`src/sv/cbor_hsp_pkg.sv`:
```
package cbor_hsp_pkg;

   // parse phases
   localparam logic [1:0] PH_HEADER  = 2'd0;
   localparam logic [1:0] PH_ARG     = 2'd1;
   localparam logic [1:0] PH_PAYLOAD = 2'd2;

   // item type codes
   localparam logic [3:0] IT_NONE   = 4'd0;
   localparam logic [3:0] IT_UINT   = 4'd1;
   localparam logic [3:0] IT_NEGINT = 4'd2;
   localparam logic [3:0] IT_BYTES  = 4'd3;
   localparam logic [3:0] IT_TEXT   = 4'd4;
   localparam logic [3:0] IT_ARRAY  = 4'd5;
   localparam logic [3:0] IT_MAP    = 4'd6;
   localparam logic [3:0] IT_FALSE  = 4'd7;
   localparam logic [3:0] IT_TRUE   = 4'd8;

   // status codes
   localparam logic [2:0] ST_OK        = 3'd0;
   localparam logic [2:0] ST_TRUNCATED = 3'd1;
   localparam logic [2:0] ST_OVERRUN   = 3'd2;
   localparam logic [2:0] ST_BAD_ARG   = 3'd3;
   localparam logic [2:0] ST_UNKNOWN   = 3'd4;

   // major types and additional-info codes
   localparam logic [2:0] MT_UINT   = 3'd0;
   localparam logic [2:0] MT_NEGINT = 3'd1;
   localparam logic [2:0] MT_BYTES  = 3'd2;
   localparam logic [2:0] MT_TEXT   = 3'd3;
   localparam logic [2:0] MT_ARRAY  = 3'd4;
   localparam logic [2:0] MT_MAP    = 3'd5;
   localparam logic [2:0] MT_TAG    = 3'd6;
   localparam logic [2:0] MT_SIMPLE = 3'd7;

   localparam logic [4:0] AI_ARG1  = 5'd24;
   localparam logic [4:0] AI_ARG2  = 5'd25;
   localparam logic [4:0] AI_ARG4  = 5'd26;
   localparam logic [4:0] AI_FALSE = 5'd20;
   localparam logic [4:0] AI_TRUE  = 5'd21;

   typedef struct packed {
      logic [3:0]         item_type;
      logic [2:0]         status;
      logic [31:0]        arg_value;
      logic signed [32:0] int_value;
      logic [31:0]        item_offset;
      logic [2:0]         header_bytes;
      logic               end_of_buffer;
   } result_type;

   typedef struct packed {
      logic one;
      logic two;
   } push_type;

endpackage

```
`src/sv/cbor_hsp_core.sv`:
```
module cbor_hsp_core (
   input  logic                     clock,
   input  logic                     reset,
   input  logic                     accept,
   input  logic [7:0]               data_byte,
   input  logic                     start_of_buffer,
   input  logic [31:0]              buffer_length,
   output cbor_hsp_pkg::push_type   push,
   output cbor_hsp_pkg::result_type result0,
   output cbor_hsp_pkg::result_type result1
);
   import cbor_hsp_pkg::*;

   logic [31:0] byte_offset_ff, byte_offset_in;
   logic [1:0]  parse_phase_ff, parse_phase_in;
   logic [31:0] arg_acc_ff, arg_acc_in;
   logic [2:0]  arg_left_ff, arg_left_in;
   logic [31:0] payload_left_ff, payload_left_in;
   logic [2:0]  major_type_ff, major_type_in;
   logic [31:0] header_start_ff, header_start_in;
   logic        stopped_ff, stopped_in;

   function automatic result_type end_word(input logic [31:0] off);
      result_type r;
      r               = '0;
      r.item_type     = IT_NONE;
      r.status        = ST_OK;
      r.item_offset   = off;
      r.end_of_buffer = 1'b1;
      return r;
   endfunction

   function automatic result_type error_word(input logic [2:0] st, input logic [31:0] off);
      result_type r;
      r             = '0;
      r.item_type   = IT_NONE;
      r.status      = st;
      r.item_offset = off;
      return r;
   endfunction

   // decode one byte against the parser state
   always_comb begin
      logic [4:0]  ai;
      logic [2:0]  hl;
      logic        fin_en;
      logic        is_str;
      logic [3:0]  itype;
      logic [31:0] v;
      ai     = data_byte[4:0];
      hl     = 3'd1;
      fin_en = 1'b0;
      is_str = 1'b0;
      itype  = IT_NONE;
      v      = '0;

      byte_offset_in  = byte_offset_ff;
      parse_phase_in  = parse_phase_ff;
      arg_acc_in      = arg_acc_ff;
      arg_left_in     = arg_left_ff;
      payload_left_in = payload_left_ff;
      major_type_in   = major_type_ff;
      header_start_in = header_start_ff;
      stopped_in      = stopped_ff;
      push            = '0;
      result0         = '0;
      result1         = '0;

      if (accept) begin
         // a start flag clears the state before the byte is looked at
         if (start_of_buffer) begin
            byte_offset_in  = '0;
            parse_phase_in  = PH_HEADER;
            arg_acc_in      = '0;
            arg_left_in     = '0;
            payload_left_in = '0;
            major_type_in   = '0;
            header_start_in = '0;
            stopped_in      = 1'b0;
         end

         if (stopped_in) begin
            // drop the byte
         end else if (byte_offset_in >= buffer_length) begin
            result0        = end_word(byte_offset_in);
            push.one       = 1'b1;
            stopped_in     = 1'b1;
            parse_phase_in = PH_HEADER;
         end else begin
            case (parse_phase_in)
               PH_ARG: begin
                  arg_acc_in     = {arg_acc_in[23:0], data_byte};
                  byte_offset_in = byte_offset_in + 32'd1;
                  arg_left_in    = arg_left_in - 3'd1;
                  fin_en         = (arg_left_in == 3'd0);
               end
               PH_PAYLOAD: begin
                  byte_offset_in  = byte_offset_in + 32'd1;
                  payload_left_in = payload_left_in - 32'd1;
                  if (payload_left_in == 32'd0) begin
                     parse_phase_in = PH_HEADER;
                     if (byte_offset_in == buffer_length) begin
                        result0    = end_word(byte_offset_in);
                        push.one   = 1'b1;
                        stopped_in = 1'b1;
                     end
                  end
               end
               default: begin
                  header_start_in = byte_offset_in;
                  major_type_in   = data_byte[7:5];
                  case (ai)
                     AI_ARG1: hl = 3'd2;
                     AI_ARG2: hl = 3'd3;
                     AI_ARG4: hl = 3'd5;
                     default: hl = 3'd1;
                  endcase
                  if (ai > AI_ARG4) begin
                     result0        = error_word(ST_BAD_ARG, header_start_in);
                     push.one       = 1'b1;
                     stopped_in     = 1'b1;
                     parse_phase_in = PH_HEADER;
                  end else if (({1'b0, header_start_in} + {30'd0, hl}) >
                               {1'b0, buffer_length}) begin
                     result0        = error_word(ST_TRUNCATED, header_start_in);
                     push.one       = 1'b1;
                     stopped_in     = 1'b1;
                     parse_phase_in = PH_HEADER;
                  end else if (major_type_in == MT_TAG ||
                               (major_type_in == MT_SIMPLE && ai != AI_FALSE &&
                                ai != AI_TRUE)) begin
                     result0        = error_word(ST_UNKNOWN, header_start_in);
                     push.one       = 1'b1;
                     stopped_in     = 1'b1;
                     parse_phase_in = PH_HEADER;
                  end else begin
                     byte_offset_in = byte_offset_in + 32'd1;
                     if (hl == 3'd1) begin
                        arg_acc_in = {27'd0, ai};
                        fin_en     = 1'b1;
                     end else begin
                        arg_acc_in     = '0;
                        arg_left_in    = hl - 3'd1;
                        parse_phase_in = PH_ARG;
                     end
                  end
               end
            endcase

            // header complete: classify, check string length, emit
            if (fin_en) begin
               v = arg_acc_in;
               case (major_type_in)
                  MT_UINT:   itype = IT_UINT;
                  MT_NEGINT: itype = IT_NEGINT;
                  MT_BYTES:  itype = IT_BYTES;
                  MT_TEXT:   itype = IT_TEXT;
                  MT_ARRAY:  itype = IT_ARRAY;
                  MT_MAP:    itype = IT_MAP;
                  default:   itype = (v == {27'd0, AI_TRUE}) ? IT_TRUE : IT_FALSE;
               endcase
               is_str = (major_type_in == MT_BYTES) || (major_type_in == MT_TEXT);
               if (is_str && (({1'b0, byte_offset_in} + {1'b0, v}) >
                              {1'b0, buffer_length})) begin
                  result0        = error_word(ST_OVERRUN, header_start_in);
                  push.one       = 1'b1;
                  stopped_in     = 1'b1;
                  parse_phase_in = PH_HEADER;
               end else begin
                  result0.item_type    = itype;
                  result0.status       = ST_OK;
                  result0.arg_value    = v;
                  result0.item_offset  = header_start_in;
                  result0.header_bytes = byte_offset_in[2:0] - header_start_in[2:0];
                  if (major_type_in == MT_UINT) begin
                     result0.int_value = {1'b0, v};
                  end else if (major_type_in == MT_NEGINT) begin
                     result0.int_value = ~{1'b0, v};
                  end else begin
                     result0.int_value = '0;
                  end
                  push.one = 1'b1;
                  if (is_str && v != 32'd0) begin
                     parse_phase_in  = PH_PAYLOAD;
                     payload_left_in = v;
                  end else begin
                     parse_phase_in = PH_HEADER;
                     if (byte_offset_in == buffer_length) begin
                        result1    = end_word(byte_offset_in);
                        push.two   = 1'b1;
                        stopped_in = 1'b1;
                     end
                  end
               end
            end
         end
      end
   end

   // hold the parser state; reset clears all of it
   always_ff @(posedge clock) begin
      if (reset) begin
         byte_offset_ff  <= '0;
         parse_phase_ff  <= PH_HEADER;
         arg_acc_ff      <= '0;
         arg_left_ff     <= '0;
         payload_left_ff <= '0;
         major_type_ff   <= '0;
         header_start_ff <= '0;
         stopped_ff      <= 1'b0;
      end else begin
         byte_offset_ff  <= byte_offset_in;
         parse_phase_ff  <= parse_phase_in;
         arg_acc_ff      <= arg_acc_in;
         arg_left_ff     <= arg_left_in;
         payload_left_ff <= payload_left_in;
         major_type_ff   <= major_type_in;
         header_start_ff <= header_start_in;
         stopped_ff      <= stopped_in;
      end
   end

   // a stopped parser stays silent until the next start flag
   assert property (@(posedge clock) disable iff (reset)
      (accept && stopped_ff && !start_of_buffer) |-> (!push.one && !push.two))
      else $error("stopped parser produced a word");

   // a second word is only ever the end marker
   assert property (@(posedge clock) disable iff (reset)
      push.two |-> (push.one && result1.end_of_buffer))
      else $error("second word is not an end marker");

   // an error or end marker stops the parser
   assert property (@(posedge clock) disable iff (reset)
      (push.one && (result0.status != ST_OK || result0.end_of_buffer)) |=> stopped_ff)
      else $error("parser not stopped after error or end");

endmodule

```
`src/sv/cbor_hsp_queue.sv`:
```
module cbor_hsp_queue #(
   parameter int DEPTH = 4
) (
   input  logic                     clock,
   input  logic                     reset,
   input  cbor_hsp_pkg::push_type   push,
   input  cbor_hsp_pkg::result_type result0,
   input  cbor_hsp_pkg::result_type result1,
   output logic                     room,
   output logic                     out_valid,
   input  logic                     out_ready,
   output cbor_hsp_pkg::result_type out_word
);
   import cbor_hsp_pkg::*;

   localparam int AW = (DEPTH > 1) ? $clog2(DEPTH) : 1;
   localparam int CW = $clog2(DEPTH + 1);

   result_type    mem_ff [DEPTH];
   logic [AW-1:0] rd_ptr_ff, rd_ptr_in;
   logic [AW-1:0] wr_ptr_ff, wr_ptr_in;
   logic [AW-1:0] wr_next;
   logic [CW-1:0] count_ff, count_in;
   logic          pop;

   function automatic logic [AW-1:0] wrap_inc(input logic [AW-1:0] p);
      return (p == AW'(DEPTH - 1)) ? '0 : p + AW'(1);
   endfunction

   assign out_valid = (count_ff != '0);
   assign out_word  = mem_ff[rd_ptr_ff];
   assign pop       = out_valid && out_ready;
   assign room      = (count_ff <= CW'(DEPTH - 2));
   assign wr_next   = wrap_inc(wr_ptr_ff);

   // advance pointers and occupancy
   always_comb begin
      rd_ptr_in = pop ? wrap_inc(rd_ptr_ff) : rd_ptr_ff;
      if (push.two) begin
         wr_ptr_in = wrap_inc(wr_next);
      end else if (push.one) begin
         wr_ptr_in = wr_next;
      end else begin
         wr_ptr_in = wr_ptr_ff;
      end
      count_in = count_ff + CW'(push.one) + CW'(push.two) - CW'(pop);
   end

   always_ff @(posedge clock) begin
      if (reset) begin
         rd_ptr_ff <= '0;
         wr_ptr_ff <= '0;
         count_ff  <= '0;
      end else begin
         rd_ptr_ff <= rd_ptr_in;
         wr_ptr_ff <= wr_ptr_in;
         count_ff  <= count_in;
      end
   end

   // store pushed words
   always_ff @(posedge clock) begin
      if (push.one) begin
         mem_ff[wr_ptr_ff] <= result0;
      end
      if (push.two) begin
         mem_ff[wr_next] <= result1;
      end
   end

   assert property (@(posedge clock) disable iff (reset)
      count_ff <= CW'(DEPTH))
      else $error("result queue overflow");

   assert property (@(posedge clock) disable iff (reset)
      (push.one && !room) |-> 1'b0)
      else $error("push into a queue without room");

   assert property (@(posedge clock) disable iff (reset)
      (push.one && !pop) |=> (count_ff != '0))
      else $error("pushed word not visible");

endmodule

```
`src/sv/cbor_header_stream_parser_unit.sv`:
```
// With the queue empty, the first word of an accepted byte is on rsp in the cycle
// after; a second word from the same byte (end marker) follows behind it.
// Throughput: one byte per cycle; words wait in a QUEUE_DEPTH-entry result queue,
// and req_ready drops while more than QUEUE_DEPTH-2 words are held.
// Reset (synchronous, active high) clears the parser, the queue and the
// buffer length register; no clearing pass is needed.
module cbor_header_stream_parser_unit #(
   parameter int QUEUE_DEPTH = 4
) (
   input  logic               clock,
   input  logic               reset,
   input  logic               req_valid,
   output logic               req_ready,
   input  logic [7:0]         req_data_byte,
   input  logic               req_start_of_buffer,
   output logic               rsp_valid,
   input  logic               rsp_ready,
   output logic [3:0]         rsp_item_type,
   output logic [2:0]         rsp_status,
   output logic [31:0]        rsp_arg_value,
   output logic signed [32:0] rsp_int_value,
   output logic [31:0]        rsp_item_offset,
   output logic [2:0]         rsp_header_bytes,
   output logic               rsp_end_of_buffer,
   input  logic               csr_valid,
   output logic               csr_ready,
   input  logic [31:0]        csr_data
);
   import cbor_hsp_pkg::*;

   logic [31:0] buffer_length_ff, buffer_length_in;
   logic        accept;
   logic        room;
   push_type    push;
   result_type  result0, result1, out_word;

   assign csr_ready        = 1'b1;
   assign buffer_length_in = (csr_valid && csr_ready) ? csr_data : buffer_length_ff;

   // hold the buffer length register
   always_ff @(posedge clock) begin
      if (reset) begin
         buffer_length_ff <= '0;
      end else begin
         buffer_length_ff <= buffer_length_in;
      end
   end

   assign req_ready = room;
   assign accept    = req_valid && req_ready;

   cbor_hsp_core u_core (
      .clock           (clock),
      .reset           (reset),
      .accept          (accept),
      .data_byte       (req_data_byte),
      .start_of_buffer (req_start_of_buffer),
      .buffer_length   (buffer_length_ff),
      .push            (push),
      .result0         (result0),
      .result1         (result1)
   );

   cbor_hsp_queue #(
      .DEPTH (QUEUE_DEPTH)
   ) u_queue (
      .clock     (clock),
      .reset     (reset),
      .push      (push),
      .result0   (result0),
      .result1   (result1),
      .room      (room),
      .out_valid (rsp_valid),
      .out_ready (rsp_ready),
      .out_word  (out_word)
   );

   assign rsp_item_type     = out_word.item_type;
   assign rsp_status        = out_word.status;
   assign rsp_arg_value     = out_word.arg_value;
   assign rsp_int_value     = out_word.int_value;
   assign rsp_item_offset   = out_word.item_offset;
   assign rsp_header_bytes  = out_word.header_bytes;
   assign rsp_end_of_buffer = out_word.end_of_buffer;

endmodule
```
`config.mk`:
```
export PLATFORM = sky130hd
export DESIGN_NAME = cbor_header_stream_parser_unit
export DESIGN_NICKNAME = d
export VERILOG_FILES = /design/src/sv/cbor_hsp_pkg.sv /design/src/sv/cbor_hsp_core.sv /design/src/sv/cbor_hsp_queue.sv /design/src/sv/cbor_header_stream_parser_unit.sv
export SDC_FILE = /design/constraint.sdc
export NUM_CORES = 2
export LEC_CHECK = 0
export BUFFER_PORTS_ARGS = -buffer_cell sky130_fd_sc_hd__buf_4
export CORE_MARGIN = 1.5
export CORE_UTILIZATION = 45
export CTS_CLUSTER_SIZE = 12
export DETAILED_ROUTE_END_ITERATION = 8
export PLACE_DENSITY_LB_ADDON = 0.05
export REMOVE_ABC_BUFFERS = 1
export SLEW_MARGIN = 25
export SYNTH_ARGS = -nofsm -noshare
export SYNTH_HDL_FRONTEND = slang
export SYNTH_SLANG_ARGS = --single-unit
```
`constraint.sdc`:
```
create_clock -name clock -period 22.6 [get_ports clock]
set_input_delay 2.26 -clock clock [delete_from_list [all_inputs] [get_ports clock]]
set_output_delay 2.26 -clock clock [all_outputs]
set_load 0.05 [all_outputs]
```
# == After elaboration in Yosys (flattened, before gate mapping) ==
# Memories as Yosys holds them, arrays and structs flattened. A register that Yosys moved wholly into a read port is not among the register bits.
# Index checks and enable logic that the tools add are counted.
# totals
out_inout_bits,111
memories,1
ramBits,432
reg_bits,176
# mem_list
memory,words,word_bits,read_ports,rd_clocked_by_memory_dff,wr,line_no,source
u_queue.mem_ff,4,108,1,1,2,cbor_hsp_queue.sv:19,result_type mem_ff [DEPTH];
# op_classes
mux,135
reduce_logical,15
add_sub_neg,13
bitwise_logic,1
n_eq_ne,21
magnitude_cmp,5
# op_table
op,count
108-bit 2-to-1 mux,13
32-bit 2-to-1 mux,35
108-bit one-hot mux with 2 select lines,1
107-bit 2-to-1 mux,1
104-bit 2-to-1 mux,1
36-bit 2-to-1 mux,2
33-bit by 32-bit greater-than comparator with 1-bit output,2
33-bit 2-to-1 mux,2
32-bit == test,2
32-bit one-hot mux with 2 select lines,1
3-bit 2-to-1 mux,19
2-bit 2-to-1 mux,22
32-bit by 3-bit adder with 33-bit output,1
32-bit by 32-bit adder with 33-bit output,1
32-bit inverter with 33-bit output,1
"32-bit by 1-bit adder with 32-bit output, second input constant",1
"32-bit by 5-bit == test with 1-bit output, second input constant",1
32-bit greater-or-equal comparator,1
32-bit zero test,1
32-bit nonzero test,1
"32-bit by 1-bit subtractor with 32-bit output, second input constant",1
1-bit 2-to-1 mux,30
4-bit one-hot mux with 6 select lines,1
"5-bit == test, second input constant",3
other kinds (25),46

# == Longest topological paths before layout ==
# depth
ltp_word,29
depth_mapped,55
mapped_depth_nobuf,53

# == Cells and area by module ==
# A second synthesis with hierarchy kept.
# unflattened
hier_cells,3706
area_unflattened_um2,40058.4
# by_module_without_submodules
module,cells_each,n_inst,seq_area_each_um2,area_each_um2
cbor_hsp_queue,1102,1,13152.6,21245.4
cbor_hsp_core,2498,1,2742.6,17631.9
cbor_header_stream_parser_unit,106,1,640.6,1181.1

# == Worst setup path before layout ==
# Ideal clock, no wire load.
# synth_path
path_type,input-to-reg
startpoint,in req_start_of_buffer
endpoint,mem u_queue.mem_ff[1][0] in the netlist's numbering (enable)
slack_ps,9216
arrival_time_ps,12993
setup_ps,391
path_stages,52
required_ps,22209
path_cell_list,inv_1 > clkbuf_1 > nand2_1 > inv_1 > ha_1 > inv_1 > fa_1 > nor2b_1 > o2111ai_2 > nor2_1 > and3_1 > xnor2_1 > nor2_1 > ha_1 > nand4_1 > nor2_1 > a221o_1 > or3_1 > [... 16 more ...] > nand2_1 > a21oi_1 > o21bai_1 > a21oi_1 > xnor2_1 > ha_1 > a21oi_1 > o21ai_0 > o311ai_0 > a21oi_1 > a2111oi_0 > o21ai_0 > a21oi_1 > and2_0 > buf_2 > nand4_4 > clkbuf_1 > nand2_1
# synth_rtl
element,line_no,source
start: declaration,cbor_header_stream_parser_unit.sv:15,"input logic req_start_of_buffer,"
end: declaration,cbor_hsp_queue.sv:19,

==> reports/metrics.csv <==
metric,value,unit
status,completed,
"slowest stage cell, crit path",nor4_4,
DRT Pass-1 Iters,6,
VDD IR max,0.0551,mV
DRT Wirelength,155000,um
clk sinks,610,
area fraction of the dominant cell type after synthesis,0.251,
Worst R2R End,u_queue.mem_ff[1][32],
Synth area leaders,"dfxtp_1 (25%), edfxtp_1 (10%), nor2_1 (6.8%), nand2_1 (6.7%), mux4_2 (6.4%)",
largest area contributor in the netlist,dfxtp_1,
Post-CTS Hold Fix Bufs,0,
hold wc startpoint,u_queue.mem_ff[0][102],
Core ar.,83700,um^2
Nets,4799,
# IOs,157,
Synth cell types,109,
layout cells sized above 1,0.127,
Worst EP arrival,17.67,ns
Worst Tran Pin Value,1.16,ns
"count leader, synth",nor2_1,
port bufs,155,
r2r setup slk,7.52,ns
cells after synthesis,4602,
worst reg2reg path depth,48,
"Primary FF master, synth",dfxtp_1,
PnR worst setup slack,5.32,ns
"Hold Violations, Final",0,
hpwl dp,109000,um
"Clk Latency, worst-skew pair",0.66,ns
Hold Path End,u_queue.mem_ff[0][102],
Setup crit start kind,input pin,
CP most frequent cell,a21oi_1,
worst hold path cell count,2,
vias per cell,6.24,
CP Buf/Inv Count,7,
RR Startpoint,u_core.byte_offset_ff[0],
Async SR Flop Fraction,0,
Synth warnings,0,
Yosys reg bits,610,
mean routed wirelength per cell,26.8,um
Slew headroom,0.224,
Post-synth EDFFs,132,
Tmin final,17.28,ns
setup TNS,0,ns
"Area growth, synth to finish",11.8,%
fin. max-slew vios,0,
power per cell area,79.2,nW/um^2
Fmax,0.0579,GHz
largest net degree at the start of global routing,102,
TritonCTS clock tree,yes,
H-Tree Depth,3,
MaxCap Viol Count,0,
CTS max path bufs,3,
CP Capture Type,flop,
global-route wire length before repair,225000,um
DRC Markers,0,
initial DRC count,4442,
Post-Syn Area per Cell,8.27,um^2
period utilization,0.765,
Die ar.,86300,um^2
vias in the first global route,32500,
CP Class,input pin to flop,
clock root cell,clkbuf_16,
gr usage total,0.350,
Worst Hold Class,flop to flop,
CP Data Required Time,22.98,ns
Die X,294,um
row count,106,
Mapped Area,38100,um^2
initial antenna violation count,2,
routed vias,36200,
setup bufs post-CTS,0,
Commonest cells post-synth,"nor2_1 (687), nand2_1 (679), dfxtp_1 (478)",
post-synthesis sequential area ratio,0.356,
Top delay family on crit path,simple AND/OR/NAND/NOR gates,
"slowest stage delay, CP",1.01,ns
RSZ-0062 raised after global routing,false,
height of the die,294,um
Initial Util,0.455,
worst-path fanout max,44,
DP Worst Slack,5.14,ns
"Setup violations, final",0,
cts repair resizes,0,
Final ANT Viol Nets,0,
remaining global-route overflow,0,
CTS Buf Count,72,
Layout Skew,0.0404,ns
Static Leakage,16.5,nW
GPL Wtd Cong,1.07,
clk slew on worst S/H paths,0.06,ns
logic make-up after synthesis:
family	share of synthesized area
compound gates	0.172
xor+xnor	0.0422
fa+ha+maj	0.0519
buf+inv	0.0511
flops	0.356
mux	0.108
other cells	0.0000985
simple gates	0.219
metrics by stage:
stage / cells / instance area, um^2 / hold slack, ns / total power, mW / utilization
final: 5792 / 42500 / 0.452 / 3.37 / 0.508
after global routing: 5789 / 42500 / 0.465 / 3.49 / 0.508
after CTS: 5787 / 42500 / 0.450 / 3.38 / 0.508
after detailed placement: 5656 / 40100 / 0.443 / 2.19 / 0.479
after global placement: 5655 / 40000 / 0.437 / 2.19 / 0.478
after floorplan: 4265 / 36500 / 0.429 / 1.86 / -
placed cells by master (no fill, tap or decap), drive strengths merged, types with 107 or more instances in the layout:
| cell | n |
|---|---|
| nand2 | 682 |
| buf | 259 |
| nor2 | 688 |
| dfxtp | 478 |
| a21oi | 468 |
| ha | 150 |
| o21ai | 175 |
| edfxtp | 132 |
| xnor2 | 155 |
| inv | 116 |
| a22oi | 138 |
| clkbuf | 107 |
| mux4 | 108 |
flip-flops by register name, indices dropped and copies added, names as in the netlist, named ones only:
| name | flops |
|---|---|
| u_queue.mem_ff | 432 |
| u_core.arg_left_ff | 3 |
| u_queue.wr_ptr_ff | 2 |
| u_core.payload_left_ff | 32 |
| u_core.stopped_ff | 1 |
| u_core.major_type_ff | 3 |
| u_queue.count_ff | 3 |
| u_core.byte_offset_ff | 32 |
| u_queue.rd_ptr_ff | 2 |
| u_core.arg_acc_ff | 32 |
| u_core.parse_phase_ff | 2 |
| u_core.header_start_ff | 32 |
| buffer_length_ff | 32 |
worst reg2reg max path: cells and delay by family (launching register included):
family                   cells  cell delay (ns)
buffers and inverters        4             0.83
flip-flops                   1             0.52
AND/OR/NAND/NOR             17             7.08
XOR/XNOR                     2             0.30
adder cells (fa/ha/maj)      5             1.72
multiplexers                 1             0.52
AO/OA/AOI/OAI               19             3.83
cell type report:
| type | count | area [um^2] |
|---|---|---|
| clock buffer | 107 | 2090 |
| antenna | 3 | 7.51 |
| multi-input combinational | 3539 | 22700 |
| sequential | 610 | 13500 |
| tap | 1134 | 1420 |
| timing repair buffer | 259 | 2020 |
| clock inverter | 24 | 292 |
| inverter | 116 | 435 |
| fill | 8090 | 41100 |
report_power, final:
| group | total (mW) | switching [mW] | leakage (nW) | internal [mW] |
|---|---|---|---|---|
| Sequential | 1.25 | 0.0574 | 5.11 | 1.19 |
| Clock | 1.19 | 0.500 | 1.17 | 0.693 |
| Combinational | 0.933 | 0.644 | 10.2 | 0.289 |
| Total | 3.37 | 1.20 | 16.5 | 2.17 |
layer usage:
| metal | track usage | part of all wire | wire length, um |
|---|---|---|---|
| met1 | 0.516 | 0.44 | 68900 |
| met2 | 0.499 | 0.41 | 64100 |
| met3 | 0.0825 | 0.11 | 16600 |
| met4 | 0.116 | 0.035 | 5490 |
| met5 | 0 | 0.000084 | 13 |
how the worst max path moves through the flow:
stage                                   start                     to  slack, ns  depth (start not counted)
after global placement    req_start_of_buffer  u_queue.mem_ff[1][14]       5.44                         52
after global routing      req_start_of_buffer  u_queue.mem_ff[1][15]       4.31                         51
after CTS                 req_start_of_buffer  u_queue.mem_ff[1][32]       5.79                         51
final                     req_start_of_buffer  u_queue.mem_ff[1][32]       5.32                         51
after floorplan           req_start_of_buffer   u_queue.mem_ff[2][0]       6.52                         47
after detailed placement  req_start_of_buffer  u_queue.mem_ff[1][15]       5.14                         51
Power figures use the tool's default switching activity.
